### src/rtl/cfp_pkg.sv
// Types, codes and the CRC-8 fold function for the packet framer.
// No dependencies; used by the interfaces, the top level and the checker.
package cfp_pkg;

    // Command codes of an input word.
    localparam logic CMD_START   = 1'b0;
    localparam logic CMD_PAYLOAD = 1'b1;

    // Status codes of an output word.
    localparam logic STATUS_OK         = 1'b0;
    localparam logic STATUS_NO_PACKET  = 1'b1;

    // Configuration register indexes.
    localparam int unsigned CFG_INDEX_W = 2;
    localparam logic [CFG_INDEX_W-1:0] REG_SYNC_BYTE = 2'd0;
    localparam logic [CFG_INDEX_W-1:0] REG_CRC_POLY  = 2'd1;

    // Register reset values.
    localparam logic [7:0] SYNC_BYTE_RESET = 8'hF0;
    localparam logic [7:0] CRC_POLY_RESET  = 8'h07;

    // Top bit of the CRC register.
    localparam logic [7:0] CRC_MSB = 8'h80;

    // Most output words one input word can cause.
    localparam int unsigned MAX_WORDS = 4;

    typedef struct packed {
        logic       command;
        logic [7:0] msg_type;
        logic [7:0] payload_length;
        logic [7:0] data_byte;
    } item_t;

    typedef struct packed {
        logic [7:0] out_byte;
        logic       last_of_packet;
        logic       status;
    } word_t;

    // One byte folded into a CRC-8, MSB first, no reflection.
    function automatic logic [7:0] crc8_fold(input logic [7:0] crc,
                                             input logic [7:0] m,
                                             input logic [7:0] poly);
        logic [7:0] v;
        v = crc ^ m;
        for (int i = 0; i < 8; i++)
        begin
            if ((v & CRC_MSB) != 8'h00)
            begin
                v = {v[6:0], 1'b0} ^ poly;
            end
            else
            begin
                v = {v[6:0], 1'b0};
            end
        end
        return v;
    endfunction

endpackage

### src/rtl/cfp_if.sv
// Valid/ready channel interfaces of the packet framer: commands, output
// bytes and configuration writes. Depends on cfp_pkg.

// Command channel.
interface cfp_req_if;
    logic          valid;
    logic          ready;
    cfp_pkg::item_t item;

    modport source (output valid, output item, input ready);
    modport sink   (input valid, input item, output ready);
endinterface

// Output byte channel.
interface cfp_tx_if;
    logic          valid;
    logic          ready;
    cfp_pkg::word_t word;

    modport source (output valid, output word, input ready);
    modport sink   (input valid, input word, output ready);
endinterface

// Configuration write channel.
interface cfp_cfg_if;
    logic                             valid;
    logic                             ready;
    logic [cfp_pkg::CFG_INDEX_W-1:0]  index;
    logic [7:0]                       data;

    modport source (output valid, output index, output data, input ready);
    modport sink   (input valid, input index, input data, output ready);
endinterface

### src/rtl/crc8_packet_framer.sv
// A command word passes through the holding stage and is loaded into the output word queue
// once the queue is empty or its last word leaves; the queue then offers its first word.
// Throughput: one output word per cycle while tx.ready is high; a start gives 3 or 4 output
// words, a payload byte 1 or 2, and a new command is taken whenever the holding stage is empty or its command loads.
// The output word register emits the queued words one a cycle unless tx.ready stalls it.
// Reset clears the CRC, the byte count, the open-packet flag and all valid flags, and
// returns the sync byte to 0xF0 and the polynomial to 0x07.
module crc8_packet_framer (
    input  logic      clk,
    input  logic      rst_n,
    cfp_req_if.sink   req,
    cfp_tx_if.source  tx,
    cfp_cfg_if.sink   cfg
);
    import cfp_pkg::*;

    // Configuration registers.
    logic [7:0] sync_reg;
    logic [7:0] poly_reg;

    // Command holding stage.
    logic       item_valid_reg;
    item_t      item_reg;
    logic [7:0] type_crc_reg;

    // Packet state.
    logic [7:0] crc_reg, crc_next;
    logic [7:0] left_reg, left_next;
    logic       open_reg, open_next;

    // Output word queue.
    word_t      words_reg [MAX_WORDS];
    word_t      words_next [MAX_WORDS];
    logic [2:0] count_reg, count_next;
    logic [1:0] idx_reg, idx_next;

    logic       load;
    logic       pop;
    logic [7:0] fold_crc;
    logic [7:0] fold_byte;
    logic [7:0] new_crc;
    logic [7:0] left_dec;
    logic [2:0] load_count;

    // Configuration writes are always taken.
    assign cfg.ready = 1'b1;

    always_ff @(posedge clk or negedge rst_n)
    begin
        if (!rst_n)
        begin
            sync_reg <= SYNC_BYTE_RESET;
            poly_reg <= CRC_POLY_RESET;
        end
        else if (cfg.valid)
        begin
            case (cfg.index)
                REG_SYNC_BYTE: sync_reg <= cfg.data;
                REG_CRC_POLY:  poly_reg <= cfg.data;
                default:       ;
            endcase
        end
    end

    // The queue takes a new command when empty or when its last word leaves now.
    assign pop  = tx.valid && tx.ready;
    assign load = item_valid_reg &&
                  ((count_reg == 3'd0) || ((count_reg == 3'd1) && tx.ready));
    assign req.ready = !item_valid_reg || load;

    // Holding stage; the type byte is folded into a zero CRC on the way in.
    always_ff @(posedge clk or negedge rst_n)
    begin
        if (!rst_n)
        begin
            item_valid_reg <= 1'b0;
        end
        else if (req.ready)
        begin
            item_valid_reg <= req.valid;
        end
    end

    always_ff @(posedge clk)
    begin
        if (req.valid && req.ready)
        begin
            item_reg     <= req.item;
            type_crc_reg <= crc8_fold(8'h00, req.item.msg_type, poly_reg);
        end
    end

    // The second CRC fold of a start is the length, onto the type CRC; a payload folds its data byte.
    assign fold_crc  = (item_reg.command == CMD_START) ? type_crc_reg : crc_reg;
    assign fold_byte = (item_reg.command == CMD_START) ? item_reg.payload_length
                                                       : item_reg.data_byte;
    assign new_crc   = crc8_fold(fold_crc, fold_byte, poly_reg);
    assign left_dec  = left_reg - 8'd1;

    // Build the output words and the next packet state for the held command.
    always_comb
    begin
        crc_next   = crc_reg;
        left_next  = left_reg;
        open_next  = open_reg;
        load_count = 3'd1;
        for (int i = 0; i < MAX_WORDS; i++)
        begin
            words_next[i] = words_reg[i];
        end

        if (item_reg.command == CMD_START)
        begin
            words_next[0] = '{sync_reg, 1'b0, STATUS_OK};
            words_next[1] = '{item_reg.msg_type, 1'b0, STATUS_OK};
            words_next[2] = '{item_reg.payload_length, 1'b0, STATUS_OK};
            words_next[3] = '{new_crc, 1'b1, STATUS_OK};
            crc_next      = new_crc;
            left_next     = item_reg.payload_length;
            open_next     = (item_reg.payload_length != 8'd0);
            load_count    = (item_reg.payload_length == 8'd0) ? 3'd4 : 3'd3;
        end
        else if (open_reg)
        begin
            words_next[0] = '{item_reg.data_byte, 1'b0, STATUS_OK};
            words_next[1] = '{new_crc, 1'b1, STATUS_OK};
            crc_next      = new_crc;
            left_next     = left_dec;
            open_next     = (left_dec != 8'd0);
            load_count    = (left_dec == 8'd0) ? 3'd2 : 3'd1;
        end
        else
        begin
            words_next[0] = '{8'h00, 1'b0, STATUS_NO_PACKET};
        end
    end

    // Queue pointers.
    always_comb
    begin
        count_next = count_reg;
        idx_next   = idx_reg;
        if (load)
        begin
            count_next = load_count;
            idx_next   = 2'd0;
        end
        else if (pop)
        begin
            count_next = count_reg - 3'd1;
            idx_next   = idx_reg + 2'd1;
        end
    end

    always_ff @(posedge clk or negedge rst_n)
    begin
        if (!rst_n)
        begin
            crc_reg   <= 8'h00;
            left_reg  <= 8'h00;
            open_reg  <= 1'b0;
            count_reg <= 3'd0;
            idx_reg   <= 2'd0;
        end
        else
        begin
            count_reg <= count_next;
            idx_reg   <= idx_next;
            if (load)
            begin
                crc_reg  <= crc_next;
                left_reg <= left_next;
                open_reg <= open_next;
            end
        end
    end

    always_ff @(posedge clk)
    begin
        if (load)
        begin
            for (int i = 0; i < MAX_WORDS; i++)
            begin
                words_reg[i] <= words_next[i];
            end
        end
    end

    // Output word.
    assign tx.valid = (count_reg != 3'd0);
    assign tx.word  = words_reg[idx_reg];

endmodule

### src/flat_wrapper.sv
// flat-port wrapper written by rule: the top's interface ports become plain ports
module crc8_packet_framer_flat import cfp_pkg::*;
  (clk, rst_n, req_valid, req_item, req_ready, tx_valid, tx_word, tx_ready, cfg_valid, cfg_index, cfg_data, cfg_ready);
  cfp_req_if req_i ();
  cfp_tx_if tx_i ();
  cfp_cfg_if cfg_i ();
  input  logic clk;
  input  logic rst_n;
  input wire logic [$bits(req_i.valid)-1:0] req_valid;
  input wire logic [$bits(req_i.item)-1:0] req_item;
  output wire logic [$bits(req_i.ready)-1:0] req_ready;
  output wire logic [$bits(tx_i.valid)-1:0] tx_valid;
  output wire logic [$bits(tx_i.word)-1:0] tx_word;
  input wire logic [$bits(tx_i.ready)-1:0] tx_ready;
  input wire logic [$bits(cfg_i.valid)-1:0] cfg_valid;
  input wire logic [$bits(cfg_i.index)-1:0] cfg_index;
  input wire logic [$bits(cfg_i.data)-1:0] cfg_data;
  output wire logic [$bits(cfg_i.ready)-1:0] cfg_ready;
  assign req_i.valid = req_valid;
  assign req_i.item = req_item;
  assign req_ready = req_i.ready;
  assign tx_valid = tx_i.valid;
  assign tx_word = tx_i.word;
  assign tx_i.ready = tx_ready;
  assign cfg_i.valid = cfg_valid;
  assign cfg_i.index = cfg_index;
  assign cfg_i.data = cfg_data;
  assign cfg_ready = cfg_i.ready;
  crc8_packet_framer u_core (.clk(clk), .rst_n(rst_n), .req(req_i), .tx(tx_i), .cfg(cfg_i));
endmodule
### config.mk
export PLATFORM = sky130hd
export DESIGN_NAME = crc8_packet_framer_flat
export DESIGN_NICKNAME = d
export VERILOG_FILES = /design/src/rtl/cfp_pkg.sv /design/src/rtl/cfp_if.sv /design/src/rtl/crc8_packet_framer.sv /design/src/flat_wrapper.sv
export SDC_FILE = /design/constraint.sdc
export NUM_CORES = 1
export LEC_CHECK = 0
export BUFFER_PORTS_ARGS = -buffer_cell sky130_fd_sc_hd__buf_2
export CAP_MARGIN = 20
export CORE_AREA = 2 2 89 154
export CTS_CLUSTER_SIZE = 14
export DETAILED_ROUTE_END_ITERATION = 8
export DIE_AREA = 0 0 91 156
export HOLD_SLACK_MARGIN = 0.06
export PLACE_DENSITY = 0.8
export SLEW_MARGIN = 20
export SYNTH_ARGS = -nofsm -noshare
export SYNTH_HDL_FRONTEND = slang
export SYNTH_SLANG_ARGS = --single-unit
### constraint.sdc
create_clock -name clk -period 4.1 [get_ports clk]
set_clock_uncertainty 0.2 [all_clocks]
set_input_delay 0.82 -clock clk [delete_from_list [all_inputs] [get_ports clk]]
set_output_delay 0.82 -clock clk [all_outputs]
set_load 0.1 [all_outputs]
# Yosys cells after proc, flatten, opt, wreduce, memory -nomap -nowiden
# Memory sizes are Yosys's and may differ from the RTL's.
# Index checks and enable logic that the tools add are counted.
[word_totals] ff_bits=72 ram_bits=40 in_bits=40 elab_cells=105 mem_count=1
[memory_table] name="u_core.words_reg" depth=4 word_bits=10 rd=1 rd_clocked_by_memory_dff=0 write_ports=4 line_no="crc8_packet_framer.sv:32" text="word_t words_reg [MAX_WORDS];"
[op_classes] add_sub_neg=3 n_eq_ne=5 mux=45 bitwise_logic=17 reduce_logical=20
[ops] operator="$mux W8" n=29
[ops] operator="$xor A8 B8 Y8" n=17
[ops] operator="$mux W20" n=2
[ops] operator="$mux W10" n=2
[ops] operator="$logic_not A8 Y1" n=2
[ops] operator="$reduce_bool A8 Y1" n=2
[ops] operator="$mux W3" n=5
[ops] operator="$reduce_and A2 Y1" n=5
[ops] operator="$sub A8 B1 Y8 const B" n=1
[ops] operator="$mux W2" n=3
[ops] operator="$logic_and A1 B1 Y1" n=4
[ops] operator="$mux W1" n=4
[ops] operator="$ne A2 B2 Y1 const B" n=2
[ops] operator="$eq A3 B1 Y1 const B" n=1
[ops] operator="$logic_not A3 Y1" n=1
[ops] operator="$reduce_bool A3 Y1" n=1
[ops] operator="$sub A3 B1 Y3 const B" n=1
[ops] operator="$add A2 B1 Y2 const B" n=1
[ops] operator="$eq A2 B1 Y1 const B" n=1
[ops] operator="$logic_not A2 Y1" n=1
[ops] operator="$logic_or A1 B1 Y1" n=2
[ops] operator="$reduce_bool A2 Y1" n=1
[ops] operator="$logic_not A1 Y1" n=1
[ops] operator="$ne A1 B1 Y1 const B" n=1

# Longest topological paths before layout
# Gate-level depths: netlist of run 1.
[logic_depth] depth_word=27 mapped_depth=17 depth_no_buf=13

# Least setup slack after synthesis of run 1
# No wires, ideal clock.
[synth_path] path_kind="input port to flip-flop" from="input port tx_ready" to="register u_core.item_reg[0] (netlist bit) (enable)" setup_ps=393 t_arrival_ps=4131 slack_ps=-624 path_stages=3 n_path_buf=0 path_cell_list="a21oi_1 -> o21ai_0 -> and2_1"
[synth_between] elab_chain_len=5
[synth_lines] item="start: declaration" line_no="flat_wrapper.sv:14" text="input wire logic [$bits(tx_i.ready)-1:0] tx_ready;"
[synth_lines] item="$logic_and A1 B1 Y1" line_no="crc8_packet_framer.sv:68" text="((count_reg == 3'd0) || ((count_reg == 3'd1) && tx.ready));"
[synth_lines] item="$logic_or A1 B1 Y1" line_no="crc8_packet_framer.sv:68"
[synth_lines] item="$logic_and A1 B1 Y1" line_no="crc8_packet_framer.sv:67" text="assign load = item_valid_reg &&"
[synth_lines] item="$logic_or A1 B1 Y1" line_no="crc8_packet_framer.sv:69" text="assign req.ready = !item_valid_reg || load;"
[synth_lines] item="net req_ready" line_no="flat_wrapper.sv:11" text="output wire logic [$bits(req_i.ready)-1:0] req_ready;"
[synth_lines] item="$logic_and A1 B1 Y1" line_no="crc8_packet_framer.sv:86" text="if (req.valid && req.ready)"
[synth_lines] item="end signal: assignment" line_no="crc8_packet_framer.sv:88" text="item_reg <= req.item;"
[synth_lines] item="end: declaration" line_no="crc8_packet_framer.sv:23" text="item_t item_reg;"
# The timed path passes the listed nets, and every way through them passes these cells.
# A chain may end at the register's enable or synchronous reset.

==> results of run 1 <==
[per-stage QoR]
stage,std cells,area [um2],setup slack [ps],utilization,hold slack [ps]
after CTS,965,8539,-74.83,0.6601,313.0
after floorplan,672,6979,10.19,-,260.1
after global placement,933,7868,-244.1,0.6081,282.0
after detailed placement,933,7868,-335.3,0.6081,299.9
after global routing,977,8902,-363.3,0.6881,340.4
final,977,8902,-231.8,0.6881,313.0
[how the worst min path moves through the flow]
| stage | startpoint | endpoint | slack, ps | cells past startpoint |
|---|---|---|---|---|
| after floorplan | u_core.count_reg[0] | u_core.count_reg[0] | 260 | 1 |
| after global placement | u_core.count_reg[0] | u_core.count_reg[0] | 280 | 1 |
| after detailed placement | u_core.crc_reg[2] | u_core.crc_reg[2] | 300 | 2 |
| after CTS | u_core.crc_reg[2] | u_core.crc_reg[2] | 310 | 2 |
| after global routing | u_core.crc_reg[2] | u_core.crc_reg[2] | 340 | 2 |
| final | u_core.crc_reg[2] | u_core.crc_reg[2] | 310 | 2 |
[worst reg2reg max path, stage by stage (launching register included)]
cell	delay [ps]
edfxtp_1	480
buf_6	170
mux2_4	350
buf_6	140
buf_4	130
nor3_1	220
a21oi_1	80
o22ai_1	210
a32oi_1	150
xnor2_1	340
xnor2_1	200
xnor2_2	150
xnor3_2	430
buf_6	160
xor2_4	260
nor3_2	80
a221o_1	330
[logic make-up (layout without fill, tap and decap cells)]
family	after synthesis	after routing	share of synthesized area
simple gates	213	213	0.1439
xor+xnor	112	112	0.1639
mux	45	45	0.08517
flops	106	106	0.4304
other cells	1	1	0.0005386
buf+inv	57	191	0.03576
compound gates	133	133	0.1314
fa+ha+maj	5	5	0.008985
[final cells by class]
| type | instances | area (um2) |
|---|---|---|
| clock inverters | 6 | 88.84 |
| inverters | 16 | 60.06 |
| flip-flops and latches | 106 | 2998 |
| clock buffers | 10 | 229.0 |
| fillers | 932 | 4035 |
| multi-input cells | 509 | 4129 |
| repair buffers | 159 | 1184 |
| well taps | 171 | 214.0 |
[synthesized netlist by cell type, types with 8 or more instances]
library cell / number
a22o_1: 9
xnor2_2: 8
mux2_2: 21
nand3_1: 21
mux4_2: 8
mux2i_1: 14
o21ai_0: 38
nor3_1: 9
a21oi_1: 21
nand2_1: 105
edfxtp_1: 67
xnor2_1: 73
inv_1: 12
xor2_1: 23
clkbuf_1: 27
a31oi_1: 12
dfrtp_1: 32
nor2_1: 33
[metal layers]
layer | global-route usage | share of wire | vias up
met5 | 0 | 0 | -
met4 | 0.2446 | 0.093 | 0
met3 | 0.04010 | 0.052 | 110
met2 | 0.5365 | 0.53 | 332
met1 | 0.2998 | 0.33 | 2927
li1 | - | - | 2653
[what timing repair did]
| item | 4_1_cts | 5_1_grt |
|---|---|---|
| pin swaps | 32 | 29 |
| resized for setup | 41 | 52 |
| buffers inserted | 17 | 15 |
| endpoints found under the setup margin | 24 | 31 |
==> impl_metrics.yaml, run 1 <==
detailed_routing:
  num_vias: 6022
  viasPerCell: 6.164
  drt_wl_total_um: 21570
  firstDrtPassIters: 7
  drt-initial-drc-count: 534
  ant_nets: 0
  wl_per_cell_um: 22.08
  drc: 0
cells_and_area:
  largest_register_ffs: 34
  layout_commonest_cell: "nand2_1"
  mostFrequentLayoutCells: "nand2_1 (103), buf_4 (86), edfxtp_1 (67)"
  diodes: 0
  area_growth_pct: 27.85
  nets: 846
  drive_gt1_frac: 0.3561
clock_tree:
  root_buffer: "clkbuf_16"
  clock_latency_ps: 350
  cts_max_level: 3
  cts_hold_buffers: 0
  cts_max_path_buffers: 2
  clkTransAtPathRegs_ps: 70
  cts_tree: "yes"
  cts_made_buffers: 9
  cts.sinks: 106
critical_path:
  end_kind: "flip-flop"
  ff2ff_setup_slack_ps: -230
  endpoint: "u_core.words_reg[1][6]"
  critPathMaxFanout: 8
  cp_slowest_cell: "edfxtp_1"
  cp_data_arrival_time_ps: 4230
  crit_type: "reg2reg"
  r2r_cells: 16
  cp_num_cells: 16
  critPathMaxStageDelay_ps: 480
  worst-path-buf-inv: 4
  cp-start-kind: "flip-flop"
  critical_path.top_delay_family: "XOR/XNOR gates"
  path_common_cell: "buf_6"
  path_cells: "buf_6 -> mux2_4 -> buf_6 -> buf_4 -> nor3_1 -> a21oi_1 -> o22ai_1 -> a32oi_1 -> xnor2_1 -> xnor2_1 -> xnor2_2 -> xnor3_2 -> buf_6 -> xor2_4 -> nor3_2 -> a221o_1"
  worstReg2RegEnd: "u_core.words_reg[1][6]"
  worstPathRequired_ps: 4000
  r2r_start: "u_core.item_reg[24]"
  cp-startpoint: "u_core.item_reg[24]"
timing:
  setup_ws_ps: -231.8
  hold_viol: 0
  max_freq_mhz: 230.9
  worstMarginPinSlew_ps: 945.0
  finalSetupViolations: 23
  finalCritPeriodShare: 1.057
  maxSlewHeadroom: 0.3700
  fin_tns_setup_ps: -2963
  finalMaxSlewViolations: 0
  fin_crit_ps: 4332
  rsz0062_at_grt: "true"
grt:
  grt_first_pass_wirelength_um: 32170
  global_route.overflow_total: 0
  grt_antenna_before_repair: 0
  grt_max_degree: 40
  first_global_vias: 6033
  track_usage: 0.2971
floorplan:
  initial_core_util: 0.5382
  die_h_um: 156
  row_count: 55
  die_w_um: 91
  core_area_um2: 12940
  dieArea_um2: 14200
  ios: 53
logic_synthesis:
  synth_cell_types: 76
  yosysWarnings: 0
  yosysTopAreaCell: "edfxtp_1"
  synth_edf_count: 67
  synth_top_area_share: 0.2889
  synth_seq_cells: 106
  synth_ff_type: "edfxtp_1"
  synth_area_um2: 6963
  synthCells: 672
  syn-mean-instance-area_um2: 10.36
  yosysSeqAreaShare: 0.4304
  synth_nets: 717
  ys_top_cells_by_area: "edfxtp_1 (29%), dfrtp_1 (12%), xnor2_1 (9.2%)"
  async_flop_share: 0.3679
placement:
  gp_congestion: 0.9207
  numPortBuffers: 51
  dp.final_hpwl_um: 14960
run_status:
  violations: "setup timing"
  outcome: "finished with violations"
flow_run:
  cap_violations: 0
worst_hold_path:
  min_path_type: "reg2reg"
Power of run 1 is left out: the tool's default activity adds up to more than one toggle a clock period on the data nets, which glitch-free logic cannot reach.
==> run 2, diff against run 1 <==
- BUFFER_PORTS_ARGS: -buffer_cell sky130_fd_sc_hd__buf_2 -> -buffer_cell sky130_fd_sc_hd__buf_4
- REMOVE_ABC_BUFFERS: unset -> 1
==> impl_metrics.yaml, run 2 (synthesis gave the netlist of run 1 again) <==
clock_tree:
  clock_latency_ps: 360
  cts_hold_buffers: 0
  root_buffer: "clkbuf_16"
  clkTransAtPathRegs_ps: 80
  cts_max_path_buffers: 2
  cts_made_buffers: 9
  cts_tree: "yes"
  cts_max_level: 3
  cts.sinks: 106
cells_and_area:
  area_growth_pct: 27.87
  diodes: 0
  layout_commonest_cell: "buf_4"
  largest_register_ffs: 34
  utilization: 0.6882
  mostFrequentLayoutCells: "buf_4 (125), nand2_1 (101), edfxtp_1 (67)"
  nets: 830
  drive_gt1_frac: 0.3456
critical_path:
  cp-start-kind: "flip-flop"
  cp_slowest_cell: "edfxtp_1"
  critPathMaxFanout: 10
  cp_data_arrival_time_ps: 4430
  critPathMaxStageDelay_ps: 530
  path_cells: "buf_4 -> buf_8 -> mux2i_1 -> buf_4 -> nand3_2 -> nand4_1 -> nor3b_2 -> xnor3_2 -> buf_4 -> nor3_4 -> o21ai_1 -> xnor3_1 -> xnor2_2 -> or3_4 -> a31oi_1"
  end_kind: "flip-flop"
  path_common_cell: "buf_4"
  crit_type: "reg2reg"
  worstPathRequired_ps: 4150
detailed_routing:
  drt_wl_total_um: 21130
  firstDrtPassIters: 5
  drc: 0
  wl_per_cell_um: 21.99
  viasPerCell: 6.252
  num_vias: 6008
  drt-initial-drc-count: 545
  ant_nets: 0
floorplan:
  core_area_um2: 12940
  die_w_um: 91
  die_h_um: 156
  ios: 53
  row_count: 55
  initial_core_util: 0.5382
  dieArea_um2: 14200
grt:
  grt_use_met1: 0.3014
  global_route.overflow_total: 0
  grt_first_pass_wirelength_um: 31820
  grt_antenna_before_repair: 0
  track_usage: 0.2907
  first_global_vias: 6015
  busiest_layer: "met2"
  met2_usage: 0.5496
  use_met3: 0.03285
  grt_max_degree: 40
timing:
  setup_ws_ps: -281.3
  fin_crit_ps: 4381
  rsz0062_at_grt: "true"
  worstMarginPinSlew_ps: 964.4
  max_freq_mhz: 228.2
  finalSetupViolations: 23
  hold_viol: 0
  finalCritPeriodShare: 1.069
  finalMaxSlewViolations: 0
  maxSlewHeadroom: 0.3564
run_status:
  violations: "setup timing"
  outcome: "finished with violations"
flow_run:
  cap_violations: 0
placement:
  numPortBuffers: 51
  dp.final_hpwl_um: 14530
  gp_congestion: 1.010
worst_hold_path:
  min_path_type: "in2async"
run 2: repair_timing:
action / 4_1_cts / 5_1_grt
endpoints found under the setup margin: 23 / 30
cloned: 2 / 0
setup buffers: 12 / 14
resized for setup: 45 / 45
pin swaps: 16 / 28
run 2: through the flow:
step	TNS, ps	setup slack, ps	std cells	hold slack (ps)	cell area, um2
floorplan	-34130	-784.4	631	260.1	6774
global placement	-1199	-151.2	919	283.6	7866
detailed placement	-2123	-213.2	919	290.7	7866
CTS	-77.63	-45.78	949	267.1	8571
global route	-5985	-421.7	961	286.1	8904
finish	-3558	-281.3	961	248.6	8904
run 2: worst max-delay path, delay by kind of cell, from the launching register on:
family          cells  cell delay, ps
compound gates      2             340
xor+xnor            3            1140
buf+inv             4             740
flops               1             530
mux                 1             200
simple gates        5            1120
run 2: metal layers:
metal,up-vias,part of all wire,wire (um)
li1,2625,-,-
met2,372,0.54,11360
met3,96,0.054,1141
met4,0,0.067,1420
met1,2915,0.34,7209
met5,-,0,0
run 2: path summary, 6_finish.rpt:
check	from	end	slack (ps)	depth (start not counted)
worst min register to register	u_core.crc_reg[4]	u_core.crc_reg[4]	310	2
min in group clk	u_core.crc_reg[4]	u_core.crc_reg[4]	310	2
worst max register to register	u_core.item_reg[24]	u_core.crc_reg[5]	-280	15
worst max-delay path	u_core.item_reg[24]	u_core.crc_reg[5]	-280	15
max in group asynchronous	rst_n	u_core.poly_reg[7]	3030	1
worst min-delay path	rst_n	u_core.left_reg[0]	250	1
run 2: layout make-up:
cell class / count / area, um2
timing repair buffer: 142 / 1172
tap: 171 / 214.0
clock inverter: 7 / 88.84
clock buffer: 9 / 225.2
sequential: 106 / 2998
inverter: 16 / 63.81
fill: 929 / 4034
multi-input combinational: 510 / 4141
Power of run 2 is left out for the same reason.
